==> src/design/timestamp_coincidence_slot_store_assert.svh <==
// Assertion macros used by the slot store RTL.
`ifndef TIMESTAMP_COINCIDENCE_SLOT_STORE_ASSERT_SVH
`define TIMESTAMP_COINCIDENCE_SLOT_STORE_ASSERT_SVH

// Same-cycle implication, sampled on clk_i and disabled during reset.
`define TCSS_ASSERT_NOW(label, ante, cons) \
  label: assert property (@(posedge clk_i) disable iff (!rst_ni) (ante) |-> (cons)) \
    else $error("slot store assertion failed");

// Next-cycle implication, sampled on clk_i and disabled during reset.
`define TCSS_ASSERT_NEXT(label, ante, cons) \
  label: assert property (@(posedge clk_i) disable iff (!rst_ni) (ante) |=> (cons)) \
    else $error("slot store assertion failed");

`endif

==> src/design/tcss_ram.sv <==
`default_nettype none
module tcss_ram #(
  parameter int Width = 8,
  parameter int Depth = 16
) (
  input  wire logic                     clk_i,
  input  wire logic                     we_i,
  input  wire logic [$clog2(Depth)-1:0] waddr_i,
  input  wire logic [Width-1:0]         wdata_i,
  input  wire logic [$clog2(Depth)-1:0] raddr_i,
  output logic      [Width-1:0]         rdata_o
);
  logic [Width-1:0] mem [Depth];

  always_ff @(posedge clk_i) begin
    if (we_i) begin
      mem[waddr_i] <= wdata_i;
    end
    rdata_o <= mem[raddr_i];
  end
endmodule
`default_nettype wire

==> config.mk <==
export PLATFORM = sky130hd
export DESIGN_NAME = tcss_ram
export DESIGN_NICKNAME = d
export VERILOG_FILES = /design/src/design/timestamp_coincidence_slot_store_assert.svh /design/src/design/tcss_ram.sv
export SDC_FILE = /design/constraint.sdc
export NUM_CORES = 1
export LEC_CHECK = 0
export ABC_AREA = 1
export BUFFER_PORTS_ARGS = -buffer_cell sky130_fd_sc_hd__buf_4
export CORE_MARGIN = 2
export CORE_UTILIZATION = 60
export CTS_CLUSTER_DIAMETER = 50
export DETAILED_ROUTE_END_ITERATION = 12
export PLACE_DENSITY = 0.78
export SLEW_MARGIN = 0
export SYNTH_ARGS = -nofsm -noshare
export SYNTH_HDL_FRONTEND = slang
export SYNTH_SLANG_ARGS = --single-unit
==> constraint.sdc <==
create_clock -name clk_i -period 3.1 [get_ports clk_i]
set_input_delay 0.775 -clock clk_i [delete_from_list [all_inputs] [get_ports clk_i]]
set_output_delay 0.775 -clock clk_i [all_outputs]
set_load 0.01 [all_outputs]
==> flow_summary.toml <==
[run_status]
outcome = "complete, no violations"

[floorplanning]
start_util_pct = 62.1
dieArea_sq_mm = 0.0104
pin_count = 26
core-area_sq_mm = 0.00928
fp-row-count = 35
dieWidth_um = 102
die_h_um = 102

[sta]
period_needed_ns = 1.76
finalMaxSlewViolations = 0
setup_viol = 0
finClkSkew_ns = 0.00605
fmax_mhz = 569
post-route-period-util_pct = 56.7
rsz0062_at_grt = "false"
tightest_slew_ns = 0.839
holdWs_ns = 0.576
slew_headroom_pct = 43.8
setup_tns_ns = 0
hold_viol = 0

[worst_setup_path]
critPathMaxFanout = 1
startpoint_type = "flop"
r2r-end = "rdata_o[0]"
crit_start = "rdata_o[1]"
path_cells = "buf_4"
r2r_start = "mem[4][0]"
critPathMaxStageDelay_ns = 0.34
arrival_ns = 0.98
path_buf_inv = 1
critical_path_required_ns = 2.32
crit_family = "flip-flops"
rrSetupSlack_ns = 2.03
worstSetupEndpointType = "output port"
reg2regPathDepth = 6
cp_slowest_cell = "dfxtp_1"
setup.worst_path.class = "flop to output port"

[cts]
cts_setup_buffers = 0
cts_made_buffers = 17
ctsResizeCount = 0
root_buffer = "clkbuf_8"
cts_tree = "built"
clk_latency_ns = 0.52
ctsHtreeMaxLevel = 4
cts.sinks = 136
hold_buffers = 0
clk_path_buf_depth = 2
path_clk_slew_ns = 0.06

[power_and_ir_drop]
p_switching_mw = 0.884
p_sw_share_pct = 21.6
total_power_mw = 4.10
peakVddDrop_v = 0.000419
combPwrFrac_pct = 6.3
p_int_mw = 3.21
clockPowerShare_pct = 43.3
power_density_mw_per_mm2 = 629
p_leak_nw = 2.81
p_seq_share_pct = 50.5

[hold_path]
worstHoldPathType = "primary input to flop"
hold_start = "wdata_i[1]"
hold_end = "mem[7][1]"
min_delay_path_depth = 1

[place]
io_buffers = 25
dpl_cell_area_sq_mm = 0.00598
dp_hpwl_um = 6930
gp_congestion = 0.837

[cells_and_area]
drive_above_1_share_pct = 9.54
fill_cells = 628
area_delta_synth_final_pct = 12.9
fin_nets = 592
n_antenna_cell = 0
finish.instance_area_sq_mm = 0.00651

[job]
cap_violations = 0

[route]
via_per_inst = 5.34
dr_total_vias = 3822
drc = 0
routed_wl_um = 11900
wl_met3_um = 956
dr.pass1.iters = 5
drt.antenna.violating_nets = 0
drt-initial-drc-count = 398
wl_met1_um = 4720
wl_per_cell_um = 16.7
highest_layer = "met4"
wl_met2_um = 5840

[global_routing]
grt-ovfl-total = 0
first_global_vias = 3771
gr-usage-all-layers_pct = 25.6
antenna_found_initial = 0
grt_pass1_wl_um = 19300
grt_max_degree = 65

[synthesis]
synthCells = 551
ys_ff_latch = 136
syn_area_per_cell_sq_um = 10.5
seq_area_frac_synth_pct = 69.4
yosysWarnings = 0
synth_nets = 569
ys_types = 12
synthesis.area_sq_mm = 0.00577
kinds of logic after synthesis:
group / Yosys count / share of synthesized area, %
and+or+nand+nor: 289 / 21.0
DFF: 136 / 69.4
buffers and inverters: 126 / 9.52
per-layer routing:
| layer | vias up | global-route usage [%] |
|---|---|---|
| met5 | - | 0 |
| li1 | 1817 | - |
| met2 | 178 | 40.3 |
| met4 | 0 | 13.0 |
| met1 | 1788 | 34.1 |
| met3 | 39 | 5.81 |
metrics by stage:
step                      instances  worst slack [ns]  util [%]
final                           716              1.34      70.1
after global routing            716              1.32      70.1
after CTS                       716              1.32      70.1
after detailed placement        684             0.881      64.5
after global placement          684             0.946      64.5
after floorplan                 551              1.37         -
placed cells by master, fill, tap and decap left out, drive strengths merged:
master | netlist | final
clkinvlp | 0 | 2
edfxtp | 128 | 128
inv | 102 | 102
nand3 | 97 | 97
bufinv | 0 | 1
nand3b | 2 | 2
buf | 24 | 28
clkbuf | 0 | 23
clkinv | 0 | 6
nor2 | 17 | 17
dfxtp | 8 | 8
nand2 | 173 | 173
power groups by stage:
stage / sequential (mW) / clock, mW / combinational (mW)
floorplan: 2.11 / 0 / 0.145
global placement: 2.10 / 0 / 0.244
detailed placement: 2.11 / 0 / 0.251
CTS: 2.07 / 1.78 / 0.254
global route: 2.07 / 1.87 / 0.284
finish: 2.07 / 1.77 / 0.256
final cells by class:
| cell class | instances | area, sq um | area share (%) |
|---|---|---|---|
| clock inverter | 9 | 77.6 | 1.19 |
| inverter | 102 | 383 | 5.88 |
| tap | 129 | 161 | 2.48 |
| multi-input combinational | 289 | 1210 | 18.6 |
| sequential | 136 | 4000 | 61.5 |
| timing repair buffer | 28 | 223 | 3.42 |
| clock buffer | 23 | 447 | 6.86 |
state kept, by name, summed over array words and instances (netlist names):
register  cells
mem         128
rdata_o       8
Yosys cell counts (all sizes together):
library cell | instances | area share (%)
buf | 24 | 2.9
nand3b | 2 | 0.26
inv | 102 | 6.6
edfxtp | 128 | 67
nand2 | 173 | 11
nor2 | 17 | 1.1
dfxtp | 8 | 2.8
nand3 | 97 | 8.4
how the worst max path moves through the flow:
stage	end	slack, ns	cells past startpoint
floorplan	mem[10][0]	1.37	2
global placement	mem[12][6]	0.95	4
CTS	rdata_o[1]	1.32	1
finish	rdata_o[1]	1.34	1
global route	rdata_o[1]	1.32	1
detailed placement	mem[12][0]	0.88	4
worst register-to-register path, stage by stage (launching register included):
cell	delay [ns]
edfxtp_1	0.36
inv_1	0.07
nand2_1	0.07
nand3_1	0.09
nand3_1	0.14
nand3_1	0.17
nand2_1	0.06
Power figures use the tool's default switching activity.
